$ cat src/hw/rtl/hed_pkg.sv
// Shared types, character codes and entity tables for the HTML entity decoder.
`timescale 1ns / 1ps

package hed_pkg;

  localparam int unsigned NodeCount = 23;
  localparam int unsigned QDepth    = 4;

  typedef logic [4:0] node_t;
  typedef logic [2:0] idx_t;

  localparam node_t NODE_IDLE = 5'd0;
  localparam node_t NODE_AMP  = 5'd1;

  localparam logic [7:0] CH_AMP   = 8'h26;  // &
  localparam logic [7:0] CH_QUOT  = 8'h22;  // "
  localparam logic [7:0] CH_APOS  = 8'h27;  // '
  localparam logic [7:0] CH_LT    = 8'h3C;  // <
  localparam logic [7:0] CH_GT    = 8'h3E;  // >
  localparam logic [7:0] CH_SPACE = 8'h20;
  localparam logic [7:0] CH_SEMI  = 8'h3B;  // ;
  localparam logic [7:0] CH_HASH  = 8'h23;  // #
  localparam logic [7:0] CH_0     = 8'h30;
  localparam logic [7:0] CH_3     = 8'h33;
  localparam logic [7:0] CH_9     = 8'h39;
  localparam logic [7:0] CH_A     = 8'h61;
  localparam logic [7:0] CH_B     = 8'h62;
  localparam logic [7:0] CH_G     = 8'h67;
  localparam logic [7:0] CH_L     = 8'h6C;
  localparam logic [7:0] CH_M     = 8'h6D;
  localparam logic [7:0] CH_N     = 8'h6E;
  localparam logic [7:0] CH_O     = 8'h6F;
  localparam logic [7:0] CH_P     = 8'h70;
  localparam logic [7:0] CH_Q     = 8'h71;
  localparam logic [7:0] CH_S     = 8'h73;
  localparam logic [7:0] CH_T     = 8'h74;
  localparam logic [7:0] CH_U     = 8'h75;

  typedef enum logic [1:0] {
    MATCH_MISS,
    MATCH_EXT,
    MATCH_FULL
  } match_e;

  typedef struct packed {
    match_e     kind;
    node_t      nxt;
    logic [7:0] ent;
  } trans_t;

  // One queued command: pending prefix text of node, then an optional tail byte.
  typedef struct packed {
    node_t      node;
    logic       tail_en;
    logic [7:0] tail;
    logic       last;
  } cmd_t;

  function automatic idx_t node_len(node_t node);
    idx_t len;
    case (node)
      5'd0:                      len = 3'd0;
      5'd1:                      len = 3'd1;
      5'd2, 5'd5, 5'd9, 5'd15,
      5'd17, 5'd19:              len = 3'd2;
      5'd3, 5'd6, 5'd10, 5'd12,
      5'd16, 5'd18, 5'd20:       len = 3'd3;
      5'd4, 5'd7, 5'd11, 5'd13,
      5'd21:                     len = 3'd4;
      5'd8, 5'd14, 5'd22:        len = 3'd5;
      default:                   len = 3'd0;
    endcase
    return len;
  endfunction

  // Byte idx of the held text for a node; only called with idx below node_len.
  function automatic logic [7:0] node_char(node_t node, idx_t idx);
    logic [7:0] ch;
    ch = CH_AMP;
    case (idx)
      3'd0: ch = CH_AMP;
      3'd1: begin
        case (node)
          5'd2, 5'd3, 5'd4:                       ch = CH_A;
          5'd5, 5'd6, 5'd7, 5'd8:                 ch = CH_Q;
          5'd9, 5'd10, 5'd11, 5'd12, 5'd13, 5'd14: ch = CH_HASH;
          5'd15, 5'd16:                           ch = CH_L;
          5'd17, 5'd18:                           ch = CH_G;
          default:                                ch = CH_N;
        endcase
      end
      3'd2: begin
        case (node)
          5'd3, 5'd4:          ch = CH_M;
          5'd6, 5'd7, 5'd8:    ch = CH_U;
          5'd10, 5'd11:        ch = CH_3;
          5'd12, 5'd13, 5'd14: ch = CH_0;
          5'd16, 5'd18:        ch = CH_T;
          default:             ch = CH_B;
        endcase
      end
      3'd3: begin
        case (node)
          5'd4:         ch = CH_P;
          5'd7, 5'd8:   ch = CH_O;
          5'd11:        ch = CH_9;
          5'd13, 5'd14: ch = CH_3;
          default:      ch = CH_S;
        endcase
      end
      3'd4: begin
        case (node)
          5'd8:    ch = CH_T;
          5'd14:   ch = CH_9;
          default: ch = CH_P;
        endcase
      end
      default: ch = CH_AMP;
    endcase
    return ch;
  endfunction

  function automatic trans_t ext(node_t nxt);
    trans_t t;
    t.kind = MATCH_EXT;
    t.nxt  = nxt;
    t.ent  = 8'h00;
    return t;
  endfunction

  function automatic trans_t full(logic [7:0] ent);
    trans_t t;
    t.kind = MATCH_FULL;
    t.nxt  = NODE_IDLE;
    t.ent  = ent;
    return t;
  endfunction

  // Step the prefix trie by one byte.
  function automatic trans_t step(node_t node, logic [7:0] c);
    trans_t t;
    t.kind = MATCH_MISS;
    t.nxt  = NODE_IDLE;
    t.ent  = 8'h00;
    case (node)
      5'd0:  if (c == CH_AMP) t = ext(NODE_AMP);
      5'd1: begin
        if (c == CH_A)         t = ext(5'd2);
        else if (c == CH_Q)    t = ext(5'd5);
        else if (c == CH_HASH) t = ext(5'd9);
        else if (c == CH_L)    t = ext(5'd15);
        else if (c == CH_G)    t = ext(5'd17);
        else if (c == CH_N)    t = ext(5'd19);
      end
      5'd2:  if (c == CH_M)    t = ext(5'd3);
      5'd3:  if (c == CH_P)    t = ext(5'd4);
      5'd4:  if (c == CH_SEMI) t = full(CH_AMP);
      5'd5:  if (c == CH_U)    t = ext(5'd6);
      5'd6:  if (c == CH_O)    t = ext(5'd7);
      5'd7:  if (c == CH_T)    t = ext(5'd8);
      5'd8:  if (c == CH_SEMI) t = full(CH_QUOT);
      5'd9: begin
        if (c == CH_3)      t = ext(5'd10);
        else if (c == CH_0) t = ext(5'd12);
      end
      5'd10: if (c == CH_9)    t = ext(5'd11);
      5'd11: if (c == CH_SEMI) t = full(CH_APOS);
      5'd12: if (c == CH_3)    t = ext(5'd13);
      5'd13: if (c == CH_9)    t = ext(5'd14);
      5'd14: if (c == CH_SEMI) t = full(CH_APOS);
      5'd15: if (c == CH_T)    t = ext(5'd16);
      5'd16: if (c == CH_SEMI) t = full(CH_LT);
      5'd17: if (c == CH_T)    t = ext(5'd18);
      5'd18: if (c == CH_SEMI) t = full(CH_GT);
      5'd19: if (c == CH_B)    t = ext(5'd20);
      5'd20: if (c == CH_S)    t = ext(5'd21);
      5'd21: if (c == CH_P)    t = ext(5'd22);
      5'd22: if (c == CH_SEMI) t = full(CH_SPACE);
      default: t.kind = MATCH_MISS;
    endcase
    return t;
  endfunction

endpackage

$ cat src/hw/rtl/hed_front.sv
// Front end: tracks the entity prefix and turns each accepted input word into at most one command.
`timescale 1ns / 1ps

module hed_front (
  input  logic          clk_i,
  input  logic          rst_ni,
  input  logic          accept_i,
  input  logic [7:0]    in_char_i,
  input  logic          in_last_i,
  output logic          push_o,
  output hed_pkg::cmd_t cmd_o
);

  hed_pkg::node_t  node_q, node_d;
  hed_pkg::node_t  cur;
  hed_pkg::trans_t tr;

  always_comb begin
    // Unused node codes behave as idle.
    cur = (node_q >= 5'(hed_pkg::NodeCount)) ? hed_pkg::NODE_IDLE : node_q;
    tr  = hed_pkg::step(cur, in_char_i);

    cmd_o.node    = cur;
    cmd_o.tail_en = 1'b1;
    cmd_o.tail    = in_char_i;
    cmd_o.last    = in_last_i;
    node_d        = hed_pkg::NODE_IDLE;

    case (tr.kind)
      hed_pkg::MATCH_FULL: begin
        cmd_o.node = hed_pkg::NODE_IDLE;
        cmd_o.tail = tr.ent;
      end
      hed_pkg::MATCH_EXT: begin
        // Hold the prefix; a string end flushes it literally.
        node_d = in_last_i ? hed_pkg::NODE_IDLE : tr.nxt;
        cmd_o.tail_en = in_last_i;
        if (!in_last_i) begin
          cmd_o.node = hed_pkg::NODE_IDLE;
        end
      end
      default: begin
        if (in_char_i == hed_pkg::CH_AMP) begin
          // Restart matching at the new ampersand.
          node_d = in_last_i ? hed_pkg::NODE_IDLE : hed_pkg::NODE_AMP;
          cmd_o.tail_en = in_last_i;
        end
      end
    endcase

    push_o = accept_i && (cmd_o.tail_en || (hed_pkg::node_len(cmd_o.node) != 3'd0));
  end

  always_ff @(posedge clk_i or negedge rst_ni) begin
    if (!rst_ni) begin
      node_q <= hed_pkg::NODE_IDLE;
    end else if (accept_i) begin
      node_q <= node_d;
    end
  end

endmodule

$ cat src/hw/rtl/hed_queue.sv
// Short command queue between the classifier and the byte expander.
`timescale 1ns / 1ps

module hed_queue (
  input  logic          clk_i,
  input  logic          rst_ni,
  input  logic          push_i,
  input  hed_pkg::cmd_t cmd_i,
  input  logic          pop_i,
  output logic          full_o,
  output logic          empty_o,
  output hed_pkg::cmd_t head_o
);

  localparam int unsigned PtrW = $clog2(hed_pkg::QDepth);
  localparam int unsigned CntW = $clog2(hed_pkg::QDepth + 1);

  hed_pkg::cmd_t   mem_q [hed_pkg::QDepth];
  logic [PtrW-1:0] wr_ptr_q, rd_ptr_q;
  logic [CntW-1:0] count_q;

  assign full_o  = (count_q == CntW'(hed_pkg::QDepth));
  assign empty_o = (count_q == '0);
  assign head_o  = mem_q[rd_ptr_q];

  always_ff @(posedge clk_i) begin
    if (push_i) begin
      mem_q[wr_ptr_q] <= cmd_i;
    end
  end

  always_ff @(posedge clk_i or negedge rst_ni) begin
    if (!rst_ni) begin
      wr_ptr_q <= '0;
      rd_ptr_q <= '0;
      count_q  <= '0;
    end else begin
      if (push_i) wr_ptr_q <= wr_ptr_q + PtrW'(1);
      if (pop_i)  rd_ptr_q <= rd_ptr_q + PtrW'(1);
      if (push_i && !pop_i)      count_q <= count_q + CntW'(1);
      else if (pop_i && !push_i) count_q <= count_q - CntW'(1);
    end
  end

  a_no_push_full: assert property (@(posedge clk_i) disable iff (!rst_ni)
    full_o |-> !push_i) else $error("push into full queue");
  a_no_pop_empty: assert property (@(posedge clk_i) disable iff (!rst_ni)
    empty_o |-> !pop_i) else $error("pop from empty queue");

endmodule

$ cat src/hw/rtl/hed_back.sv
// Back end: expands queued commands into output bytes, one per cycle unless out_stall_i is set.
`timescale 1ns / 1ps

module hed_back (
  input  logic          clk_i,
  input  logic          rst_ni,
  input  logic          empty_i,
  input  hed_pkg::cmd_t head_i,
  output logic          pop_o,
  output logic          out_valid_o,
  input  logic          out_stall_i,
  output logic [7:0]    out_char_o,
  output logic          run_last_o,
  output logic          str_end_o
);

  hed_pkg::idx_t idx_q, idx_d;
  hed_pkg::idx_t plen, total;
  logic          advance, final_byte;
  logic          valid_q;
  logic [7:0]    char_q, char_d;
  logic          run_last_q, str_end_q;

  always_comb begin
    plen       = hed_pkg::node_len(head_i.node);
    total      = plen + {2'b00, head_i.tail_en};
    final_byte = (idx_q == total - 3'd1);
    char_d     = (idx_q < plen) ? hed_pkg::node_char(head_i.node, idx_q) : head_i.tail;
    advance    = !empty_i && (!valid_q || !out_stall_i);
    pop_o      = advance && final_byte;
    idx_d      = final_byte ? 3'd0 : idx_q + 3'd1;
  end

  always_ff @(posedge clk_i or negedge rst_ni) begin
    if (!rst_ni) begin
      valid_q <= 1'b0;
      idx_q   <= 3'd0;
    end else if (advance) begin
      valid_q <= 1'b1;
      idx_q   <= idx_d;
    end else if (!out_stall_i) begin
      valid_q <= 1'b0;
    end
  end

  always_ff @(posedge clk_i) begin
    if (advance) begin
      char_q     <= char_d;
      run_last_q <= final_byte;
      str_end_q  <= final_byte && head_i.last;
    end
  end

  assign out_valid_o = valid_q;
  assign out_char_o  = char_q;
  assign run_last_o  = run_last_q;
  assign str_end_o   = str_end_q;

  a_idx_in_range: assert property (@(posedge clk_i) disable iff (!rst_ni)
    !empty_i |-> (idx_q < total)) else $error("byte index past command length");
  a_idx_rest: assert property (@(posedge clk_i) disable iff (!rst_ni)
    empty_i |-> (idx_q == 3'd0)) else $error("byte index left mid-command");

endmodule

$ cat src/hw/rtl/html_entity_decoder_core.sv
// Top level of the streaming HTML entity decoder.
`timescale 1ns / 1ps

// Takes one text byte per cycle and decodes &amp; &quot; &#39; &#039; &lt; &gt;
// and &nbsp; into single bytes; other bytes pass through. A partial entity is
// held with no output until it completes or breaks; a break emits the held
// bytes literally, and in_last_i flushes any held prefix. Each input word
// makes zero to six output words; run_last_o marks the last of them and
// str_end_o also marks the final word of a string. The classifier accepts
// one word per cycle while the four-entry command queue has room; the
// expander drains one output byte per cycle unless out_stall_i is set, so
// literal flushes of up to six bytes back up into the queue and stall the
// input only when it fills.

module html_entity_decoder_core (
  input  logic       clk_i,
  input  logic       rst_ni,
  input  logic       in_valid_i,
  output logic       in_stall_o,
  input  logic [7:0] in_char_i,
  input  logic       in_last_i,
  output logic       out_valid_o,
  input  logic       out_stall_i,
  output logic [7:0] out_char_o,
  output logic       run_last_o,
  output logic       str_end_o
);

  logic          accept, push, pop, full, empty;
  hed_pkg::cmd_t cmd, head;

  assign in_stall_o = full;
  assign accept     = in_valid_i && !full;

  hed_front u_front (
    .clk_i     (clk_i),
    .rst_ni    (rst_ni),
    .accept_i  (accept),
    .in_char_i (in_char_i),
    .in_last_i (in_last_i),
    .push_o    (push),
    .cmd_o     (cmd)
  );

  hed_queue u_queue (
    .clk_i   (clk_i),
    .rst_ni  (rst_ni),
    .push_i  (push),
    .cmd_i   (cmd),
    .pop_i   (pop),
    .full_o  (full),
    .empty_o (empty),
    .head_o  (head)
  );

  hed_back u_back (
    .clk_i       (clk_i),
    .rst_ni      (rst_ni),
    .empty_i     (empty),
    .head_i      (head),
    .pop_o       (pop),
    .out_valid_o (out_valid_o),
    .out_stall_i (out_stall_i),
    .out_char_o  (out_char_o),
    .run_last_o  (run_last_o),
    .str_end_o   (str_end_o)
  );

endmodule

$ cat config.mk
export PLATFORM = sky130hd
export DESIGN_NAME = html_entity_decoder_core
export DESIGN_NICKNAME = d
export VERILOG_FILES = /design/src/hw/rtl/hed_pkg.sv /design/src/hw/rtl/hed_front.sv /design/src/hw/rtl/hed_queue.sv /design/src/hw/rtl/hed_back.sv /design/src/hw/rtl/html_entity_decoder_core.sv
export SDC_FILE = /design/constraint.sdc
export NUM_CORES = 1
export LEC_CHECK = 0
export ABC_AREA = 0
export ABC_CLOCK_PERIOD_IN_PS = 6500
export BUFFER_PORTS_ARGS = -buffer_cell sky130_fd_sc_hd__buf_2
export CAP_MARGIN = 0
export CORE_MARGIN = 4
export CORE_UTILIZATION = 55
export CTS_CLUSTER_SIZE = 24
export DETAILED_ROUTE_END_ITERATION = 6
export GPL_TIMING_DRIVEN = 1
export PLACE_DENSITY = 0.73
export SYNTH_ARGS = -nofsm -noshare
export SYNTH_HDL_FRONTEND = slang
export SYNTH_SLANG_ARGS = --single-unit
$ cat constraint.sdc
create_clock -name clk_i -period 6.5 [get_ports clk_i]
set_clock_uncertainty 0.2 [all_clocks]
set_input_delay 1.3 -clock clk_i [delete_from_list [all_inputs] [get_ports clk_i]]
set_output_delay 1.3 -clock clk_i [all_outputs]
set_load 0.02 [all_outputs]
==> results of run 1 <==
metrics by stage:
step                area (µm²)  power, W  worst slack, ns  hold WS [ns]
global route              5740   0.00276            0.219         0.336
floorplan                 5340   0.00195            0.324         0.264
detailed placement        5570   0.00224            0.234         0.273
finish                    5740   0.00255            0.571         0.292
global placement          5570   0.00222            0.378         0.264
CTS                       5740   0.00256            0.614         0.293
cell families (layout without fill, tap and decap cells):
family                     after synthesis  after routing  share of synthesized area [%]
and+or+nand+nor                        178            178                           17.7
AOI/OAI and AO/OA                      106            106                           14.3
DFF                                     86             86                           46.9
muxes                                   24             24                           8.23
buffers and inverters                   58             78                           4.36
xor gates and xnor gates                15             15                           2.46
adders and majority gates               25             25                           6.00
layer usage:
layer | up-vias | share of wire, %
li1 | 1886 | -
met1 | 1879 | 43
met2 | 103 | 51
met3 | 27 | 3.4
met4 | 0 | 2.7
met5 | - | 0
area by class of cell:
type                    count  area [µm²]
multi-input cells         348        2600
fillers                   770        3590
clock buffers               9         124
flip-flops and latches     86        2500
repair buffers             34         195
well taps                 129         161
inverters                  28         105
clock inverters             7        50.0
final timing paths:
kind	from	endpoint	slack [ns]	cells after the start
setup / recovery	in_char_i[5]	u_queue.count_q[2]	0.57	21
hold / removal	u_back.out_valid_o	u_back.out_valid_o	0.29	2
setup reg to reg	u_front.node_q[1]	u_queue.count_q[2]	0.63	20
hold reg to reg	u_back.out_valid_o	u_back.out_valid_o	0.29	2
max in group asynchronous	rst_ni	u_queue.count_q[2]	5.17	1
min in group asynchronous	rst_ni	u_queue.wr_ptr_q[0]	0.66	1
Yosys cell counts (9+ instances only):
cell / n / area (µm²)
edfxtp_1: 70 / 2100
nand2_1: 42 / 158
nor2_1: 29 / 109
inv_1: 28 / 105
clkbuf_1: 26 / 97.6
ha_1: 24 / 300
o21ai_0: 17 / 85.1
dfrtp_1: 16 / 400
nor2b_1: 16 / 100
a21oi_1: 15 / 75.1
nor3_1: 15 / 75.1
mux4_2: 13 / 293
nand3_1: 12 / 60.1
o22ai_1: 11 / 68.8
a21o_1: 10 / 75.1
and2_1: 9 / 56.3
and3_1: 9 / 56.3
cell usage in the layout, fill, tap and decap left out, types with 8 or more instances in the layout:
cell and count:
nand2_1 42, and2_1 9, inv_1 28, ha_1 24, xnor2_1 8, nor3_1 15, nor2_1 29, mux4_2 13
o22ai_1 11, and3_1 9, buf_4 10, a21o_1 10, dfrtp_1 16, edfxtp_1 70, nand3_1 12, buf_2 24
o21ai_0 17, a21oi_1 15, clkbuf_8 9, nor2b_1 16
state kept, by name (all words and copies together) (netlist names):
| signal | count |
|---|---|
| u_queue.mem_q | 60 |
| u_back.out_char_o | 8 |
| u_front.node_q | 5 |
| u_back.idx_q | 3 |
| u_queue.count_q | 3 |
| u_queue.rd_ptr_q | 2 |
| u_queue.wr_ptr_q | 2 |
| u_back.out_valid_o | 1 |
| u_back.run_last_o | 1 |
| u_back.str_end_o | 1 |
power by group:
| part | total, W | switching [W] | internal, W |
|---|---|---|---|
| combinational | 0.00137 | 0.000792 | 0.000575 |
| clock | 0.000318 | 0.000179 | 0.000139 |
| sequential | 0.000871 | 0.0000878 | 0.000783 |
critical path: stages:
cell and delay (ns):
buf_2 0.14, and4b_1 0.28, nand2_1 0.14, o31ai_1 0.08
a2111oi_0 0.65, nand2_1 0.15, or4_1 0.43, ha_1 0.33
a21o_1 0.19, nand3_1 0.16, ha_1 0.31, o31ai_1 0.07
a21o_1 0.18, a22o_1 0.17, a211oi_1 0.30, ha_1 0.24
inv_1 0.06, fa_1 0.37, xor2_1 0.17, nor2_1 0.11
xor2_1 0.17
==> results.md, run 1 <==
- Drt drc: 0
- Static Leakage: 2.20 nW
- Mapped Nets: 530
- Hold_buf cts: 0
- Fin crit period: 5.93 ns
- DP Cell Count: 625
- Met2 Use GR: 35.2%
- Vias in the first global route: 3,722
- GPL Wtd Cong: 0.920
- Synthesized flop and latch total: 86
- 1st-iter DRT viols: 218
- Hold Path Class: reg2reg
- Critical Path Start Type: input pin
- Status: finished clean
- CTS clk-pin slew, worst paths: 0.09 ns
- Critical Path AT: 5.99 ns
- Final setup viols: 0
- CP max FO: 8
- Hpwl dp: 8490 µm
- Post-synth EDFFs: 70
- Fin. max-slew vios: 0
- IO Port Bufs: 24
- RSZ-0062 raised after global routing: false
- M1 GR Usage: 26.4%
- Post-route ant nets: 0
- Maxcap violations: 0
- Die height: 107 µm
- Routed vias/inst: 6.08
- GR met3 Demand/Resource: 2.79%
- Die ar.: 11,300 µm²
- Seq/Total Area, Yosys: 46.9%
- Top-level port count: 25
- First-pass GRT wire length: 18,600 µm
- DR vias: 3,895
- Drt first pass iters: 5
- Most used DFF post-synth: edfxtp_1
- Quantity of gates resized following cts: 0
- Synth Warn #: 0
- Mapped cell area: 5340 µm²
- Antenna violations before repair: 0
- Total global routing overflow: 0
- N_diodes: 0
- Routed WL: 11,200 µm
- Initial Utilization: 57.2%
- Headroom to the max-slew limit: 37.3%
- PD cells: 445 nW/µm²
- Critical path data required time: 6.56 ns
- Clk sinks: 86
- Setup crit end kind: flop
- H-tree Lvls: 3
- Cell Rows: 35
- Top achievable clock speed: 0.169 GHz
- Average size of a mapped cell: 10.8 µm²
- Die width: 107 µm
- Final Hold Vio Count: 0
- Max clock buf depth: 2
- Area Growth Syn to Fin: 7.55%
- Setup_tns: 0 ns
- Gr busiest metal: met2
- All-Layer GR Usage: 20.5%
- Layout Utilization: 61.5%
- Non-filler instance count after layout: 641
- CTS tree: built
- Maximum VDD drop: 0.294 mV
- Worst slew pin tran: 0.928 ns
- Postcts setup bufs: 0
- CP Class: in2reg
- Later-pin clock latency in the skew report: 0.34 ns
- Root buf cell: clkbuf_8
- Async set or reset register ratio after synthesis: 18.6%
- Cells after Synth: 492
- Post-layout net count: 545
- Core Area: 9330 µm²
- Drt wl/cell: 17.5 µm
- Largest net degree at the start of global routing: 31
- CTS buffer count: 9
- Count of cell types in the netlist: 65
- Final Cycle Share: 91.2%
- Share of layout cells above drive strength 1: 14.8%
Power figures use the tool's default switching activity.
==> run 2: changes to the inputs <==
--- a/config.mk
+++ b/config.mk
@@ -6,7 +6,7 @@
 export NUM_CORES = 1
 export LEC_CHECK = 0
 export ABC_AREA = 0
-export ABC_CLOCK_PERIOD_IN_PS = 6500
+export ABC_CLOCK_PERIOD_IN_PS = 7480
 export BUFFER_PORTS_ARGS = -buffer_cell sky130_fd_sc_hd__buf_2
 export CAP_MARGIN = 0
 export CORE_MARGIN = 4
==> constraint.sdc (replaced) <==
create_clock -name clk_i -period 7.48 [get_ports clk_i]
set_clock_uncertainty 0.2 [all_clocks]
set_input_delay 1.496 -clock clk_i [delete_from_list [all_inputs] [get_ports clk_i]]
set_output_delay 1.496 -clock clk_i [all_outputs]
set_load 0.02 [all_outputs]
==> run 2 against run 1 <==
Clock power grew 1%. Via count shrank 1.2%. Sequential power is 11% lower. Power is 12% lower. Global-route usage increased by 1.1 points. Die area stayed put. Flip-flop and latch count did not move. Combinational power down 15%. First-iteration DRC count grew 11%. Critical path depth unchanged.
==> results.md, run 2 (same netlist as run 1, synthesis figures left out) <==
- Worst slew pin tran: 0.966 ns (+0.0376 ns)
- Share of layout cells above drive strength 1: 13.3% (-1.5 points)
- CP Class: in2reg
- Status: finished clean
- Routed WL: 11,600 µm (+3.2%)
- Biggest register: u_queue.mem_q
- Antenna violations before repair: 0 (unchanged)
- Final Hold Vio Count: 0 (unchanged)
- CTS clk-pin slew, worst paths: 0.10 ns (about the same)
- Final setup viols: 0 (unchanged)
- Fin crit period: 6.56 ns
- Hold_buf cts: 0 (unchanged)
- Vias in the first global route: 3,746 (+0.64%)
- Die height: 107 µm (unchanged)
- Maximum VDD drop: 0.209 mV (-29%)
- Quantity of gates resized following cts: 0 (unchanged)
- Critical Path Start Type: input pin
- RSZ-0062 raised after global routing: false
- Post-route ant nets: 0 (unchanged)
- IO Port Bufs: 24 (unchanged)
- Critical Path Most Common Cell: ha_1
- Routed vias/inst: 6.09 (+0.23%)
- Critical path data required time: 7.55 ns (+0.99 ns)
- Largest net degree at the start of global routing: 31 (unchanged)
- Top-level port count: 25 (unchanged)
- Cell with the largest stage delay on the worst path: a211oi_1
- Hold Path Class: reg2reg
- CP bufs+invs: 2 (unchanged)
- Fin. max-slew vios: 0 (unchanged)
- Slowest stage delay, CP: 0.68 ns (+0.03 ns)
- H-tree Lvls: 3 (unchanged)
- Layout Utilization: 61.1% (-0.47 points)
- N_diodes: 0 (unchanged)
- Final Cycle Share: 87.7%
- Cell Rows: 35 (unchanged)
- Static Leakage: 2.16 nW (-1.9%)
- Post-layout net count: 536 (-1.7%)
- Commonest non-fill, non-tap cell in the layout: edfxtp_1
- Fillcell total: 755 (-1.9%)
- Drt first pass iters: 5 (unchanged)
- CTS tree: built
- Commonest non-fill, non-tap cells in the layout: edfxtp_1 (70), nand2_1 (42), nor2_1 (29)
- First-pass GRT wire length: 19,300 µm (+3.7%)
- Kind of cell adding the most delay to the critical path: compound AO/OA/AOI/OAI gates
- CP max FO: 8 (unchanged)
- DR vias: 3,849 (-1.2%)
- Area Growth Syn to Fin: 6.73%
- Setup_tns: 0 ns (unchanged)
- Headroom to the max-slew limit: 35.6% (-1.7 points)
- Initial Utilization: 57.2% (unchanged)
- Drt wl/cell: 18.4 µm (+4.6%)
- Setup crit end kind: flop
- Maxcap violations: 0 (unchanged)
- 1st-iter DRT viols: 243 (+11%)
- Clk sinks: 86 (unchanged)
- Postcts setup bufs: 0 (unchanged)
- Die ar.: 11,300 µm² (unchanged)
- Number of flip-flops in the largest register: 60 (unchanged)
- Critical Path AT: 6.63 ns (+0.64 ns)
- GPL Wtd Cong: 0.983 (+6.9%)
- Finished Cell Area: 5700 µm² (-0.76%)
- Critical path cell sequence: buf_2, and4b_1, nand2_1, o22ai_1, a2111oi_0, nand2_1, or4_1, ha_1, a21o_1, nand3_1, ha_1, o31ai_1, a21o_1, a22o_1, a211oi_1, ha_1, inv_1, fa_1, xor2_1, nor2_1, xor2_1
- PD cells: 396 nW/µm² (-11%)
- Total global routing overflow: 0 (unchanged)
- Hpwl dp: 8690 µm (+2.3%)
- Max clock buf depth: 2 (unchanged)
- Root buf cell: clkbuf_8
- All-Layer GR Usage: 21.6% (+1.1 points)
- Multi-input gate area: 2600 µm² (unchanged)
- Reg area: 2500 µm² (unchanged)
- Top achievable clock speed: 0.152 GHz
- Die width: 107 µm (unchanged)
- Placed Area: 5500 µm² (-1.2%)
- Drt drc: 0 (unchanged)
- Core Area: 9330 µm² (unchanged)
- CTS buffer count: 9 (unchanged)
- Later-pin clock latency in the skew report: 0.36 ns (+0.02 ns)
==> run 2: worst paths after layout <==
path | slack [ns] | to | startpoint | cells after the start
worst max-delay path | 0.92 | u_queue.count_q[2] | in_char_i[5] | 21
worst min-delay path | 0.31 | u_back.out_valid_o | u_back.out_valid_o | 2
worst max register to register | 1.27 | u_queue.count_q[2] | u_front.node_q[1] | 20
worst min register to register | 0.31 | u_back.out_valid_o | u_back.out_valid_o | 2
max in group asynchronous | 5.94 | u_queue.count_q[2] | rst_ni | 1
min in group asynchronous | 0.84 | u_back.idx_q[0] | rst_ni | 1
==> run 2: area by class of cell <==
type	count	area share, %
Tap cell	129	2.83
Multi-Input combinational cell	348	45.7
Clock inverter	6	1.23
Sequential cell	86	43.9
Timing Repair Buffer	25	2.24
Clock buffer	10	2.24
Inverter	28	1.85
==> run 2: tightest hold or removal path: stages, from the launching register on <==
cell	delay, ns
dfrtp_1	0.37
nand2_1	0.07
nand2_1	0.05
==> run 2: power by group <==
part / switching [W] / internal (W)
Combinational: 0.000675 / 0.000488
Clock: 0.000166 / 0.000156
Sequential: 0.0000915 / 0.000682
Total: 0.000933 / 0.00133
==> run 2: per-layer routing <==
metal | wire [µm] | part of all wire [%] | global-route usage (%) | vias up
li1 | - | - | - | 1857
met1 | 5020 | 43 | 27.4 | 1866
met2 | 5870 | 51 | 37.0 | 100
met3 | 392 | 3.4 | 3.64 | 26
met4 | 313 | 2.7 | 8.31 | 0
met5 | 0 | 0 | 0 | -
==> run 2: per-stage QoR <==
step                      hold slack (ns)  power (W)  instances  setup slack (ns)
after global routing                0.317    0.00243        632             0.546
after global placement              0.266    0.00191        616             0.761
after detailed placement            0.280    0.00194        616             0.584
final                               0.312    0.00226        632             0.919
after floorplan                     0.264    0.00169        492              1.11
after CTS                           0.302    0.00226        632             0.966
==> run 3: changes to the inputs <==
--- a/config.mk
+++ b/config.mk
@@ -6,7 +6,7 @@
 export NUM_CORES = 1
 export LEC_CHECK = 0
 export ABC_AREA = 0
-export ABC_CLOCK_PERIOD_IN_PS = 7480
+export ABC_CLOCK_PERIOD_IN_PS = 5700
 export BUFFER_PORTS_ARGS = -buffer_cell sky130_fd_sc_hd__buf_2
 export CAP_MARGIN = 0
 export CORE_MARGIN = 4
@@ -14,7 +14,7 @@
 export CTS_CLUSTER_SIZE = 24
 export DETAILED_ROUTE_END_ITERATION = 6
 export GPL_TIMING_DRIVEN = 1
-export PLACE_DENSITY = 0.73
+export PLACE_DENSITY = 0.75
 export SYNTH_ARGS = -nofsm -noshare
 export SYNTH_HDL_FRONTEND = slang
 export SYNTH_SLANG_ARGS = --single-unit
==> constraint.sdc (replaced) <==
create_clock -name clk_i -period 5.7 [get_ports clk_i]
set_clock_uncertainty 0.2 [all_clocks]
set_input_delay 1.14 -clock clk_i [delete_from_list [all_inputs] [get_ports clk_i]]
set_output_delay 1.14 -clock clk_i [all_outputs]
set_load 0.02 [all_outputs]
==> run 3 against run 2 <==
Final area is 5.5% higher. Clock power is 20% higher. Wire length is 2.3% higher. Critical path depth stayed put. Hold slack worse by 0.0036 ns. Final cell count is 5.4% higher. Flip-flop and latch count stayed put. Combinational power is 41% higher. Non-clock buffer count is 34 higher. Power is 33% higher. Register-to-register slack worse by 0.87 ns.
==> results.md, run 3 (same netlist as run 1, synthesis figures left out) <==
- Status: finished clean
- CP bufs+invs: 2 (unchanged)
- Hold_buf cts: 0 (unchanged)
- RSZ-0062 raised after global routing: false
- Fin. max-slew vios: 0 (unchanged)
- HP Start: u_back.out_valid_o
- Die ar.: 11,300 µm² (unchanged)
- Core Area: 9330 µm² (unchanged)
- Die width: 107 µm (unchanged)
- Reg-to-Reg Start: u_front.node_q[1]
- Static Leakage: 2.34 nW (+8.6%)
- Setup_tns: 0 ns (unchanged)
- Final Power: 0.00299 W (+33%)
- Share of layout cells above drive strength 1: 19.6% (+6.2 points)
- Routed WL: 11,900 µm (+2.3%)
- Reg-to-reg endpoint: u_queue.count_q[2]
- Reg2Reg Setup Slack: 0.40 ns (-0.87 ns)
- Routed vias/inst: 6.03 (-0.91%)
- Post-route ant nets: 0 (unchanged)
- Drt drc: 0 (unchanged)
- Commonest non-fill, non-tap cells in the layout: edfxtp_1 (70), nand2_1 (42), buf_4 (31)
- Placed Area: 5820 µm² (+5.8%)
- Worst Hold Endpoint: u_back.out_valid_o
- Postcts setup bufs: 0 (unchanged)
- Critical Path Start Type: input pin
- Top-level port count: 25 (unchanged)
- CTS tree: built
- CTS buffer count: 9 (unchanged)
- N_diodes: 0 (unchanged)
- Critical path data required time: 5.77 ns (-1.78 ns)
- Slowest stage delay, CP: 0.43 ns (-0.25 ns)
- Placement Setup Slack: -0.111 ns (-0.695 ns)
- Cell Rows: 35 (unchanged)
- Hold depth: 2 (unchanged)
- Commonest non-fill, non-tap cell in the layout: edfxtp_1
- Critical Path Most Common Cell: ha_1
- Fin crit period: 5.41 ns
- Kind of cell adding the most delay to the critical path: compound AO/OA/AOI/OAI gates
- Non-filler instance count after layout: 666 (+5.4%)
- Hpwl dp: 8960 µm (+3.1%)
- Worst slew pin tran: 0.707 ns (-0.259 ns)
- Antenna violations before repair: 0 (unchanged)
- CTS clk-pin slew, worst paths: 0.09 ns (about the same)
- Cell with the largest stage delay on the worst path: a2111oi_2
- Headroom to the max-slew limit: 52.2% (+17 points)
- Later-pin clock latency in the skew report: 0.35 ns (about the same)
- Maximum VDD drop: 0.251 mV (+20%)
- Initial Utilization: 57.2% (unchanged)
- Final Cycle Share: 94.9%
- Total global routing overflow: 0 (unchanged)
- Final setup viols: 0 (unchanged)
- Hold Path Class: reg2reg
- Vias in the first global route: 3,993 (+6.6%)
- Finished Cell Area: 6010 µm² (+5.5%)
- CP max FO: 7 (-1)
- 1st-iter DRT viols: 220 (-9.5%)
- PD cells: 498 nW/µm² (+26%)
- Setup crit end kind: flop
- Number of flip-flops in the largest register: 60 (unchanged)
- Critical Path AT: 5.48 ns (-1.15 ns)
- Clk sinks: 86 (unchanged)
- Drt first pass iters: 5 (unchanged)
- Quantity of gates resized following cts: 0 (unchanged)
- All-Layer GR Usage: 22.0% (+0.46 points)
- Drt wl/cell: 17.8 µm (-2.9%)
- IO Port Bufs: 24 (unchanged)
- Largest net degree at the start of global routing: 31 (unchanged)
- DP Cell Count: 650 (+5.5%)
- CP Class: in2reg
- Maxcap violations: 0 (unchanged)
- Max clock buf depth: 2 (unchanged)
- Top achievable clock speed: 0.185 GHz
- Post-layout net count: 570 (+6.3%)
- Root buf cell: clkbuf_8
- Biggest register: u_queue.mem_q
- GPL Wtd Cong: 0.983 (about the same)
- Critical path cell sequence: buf_2, and4b_1, nand2_1, o31ai_1, a2111oi_2, nand2_1, or4_1, ha_1, a21o_1, nand3_1, ha_1, o31ai_1, a21o_1, a22o_1, a211oi_4, ha_1, inv_1, fa_1, xor2_1, nor2_1, xor2_1
- First-pass GRT wire length: 19,900 µm (+3.1%)
- Reg2Reg Depth: 20 (unchanged)
- Final Hold Vio Count: 0 (unchanged)
- H-tree Lvls: 3 (unchanged)
- Final Worst Setup Slack: 0.288 ns (-0.632 ns)
- DR vias: 4,019 (+4.4%)
- Area Growth Syn to Fin: 12.6%
- Die height: 107 µm (unchanged)
-- run 3: stage by stage --
stage / utilization, % / hold WS [ns]
3_5_place_dp: 62.4 / 0.289
3_3_place_gp: 62.4 / 0.264
4_1_cts: 64.3 / 0.312
5_1_grt: 64.4 / 0.336
2_1_floorplan: - / 0.264
6_report: 64.4 / 0.308
-- run 3: cell type report --
cell class              instances  area [µm²]
clock buffers                   9         124
clock inverters                 7        56.3
fillers                       734        3320
inverters                      28         105
multi-input cells             348        2630
flip-flops and latches         86        2500
well taps                     129         161
repair buffers                 59         433
-- run 3: how the worst max path moves through the flow --
stage / start / endpoint / cells past startpoint / slack (ns)
floorplan: in_char_i[3] / u_queue.count_q[2] / 21 / 0.06
global placement: in_char_i[7] / u_queue.count_q[2] / 21 / 0.03
detailed placement: in_char_i[7] / u_queue.count_q[2] / 21 / -0.11
CTS: in_char_i[7] / u_queue.count_q[2] / 21 / 0.18
global route: in_char_i[7] / u_queue.count_q[2] / 21 / 0.009
finish: in_char_i[7] / u_queue.count_q[2] / 21 / 0.29
-- run 3: worst min-delay path, cell delays in order, from the launching register on --
cell and delay [ns]:
dfrtp_1 0.37, nand2_1 0.06, nand2_1 0.05
-- run 3: layer usage --
metal	vias to the layer above	wire length (µm)	part of all wire, %	global-route usage, %
met5	-	0	0	0
met4	0	348	2.9	7.85
met3	30	570	4.8	2.91
met2	148	6000	51	39.0
met1	1913	4950	42	27.7
li1	1928	-	-	-
-- run 3: power breakdown --
part	internal, W	switching [W]	total [W]
Sequential	0.000893	0.0000888	0.000982
Clock	0.000163	0.000223	0.000386
Combinational	0.000692	0.000935	0.00163
Total	0.00175	0.00125	0.00299
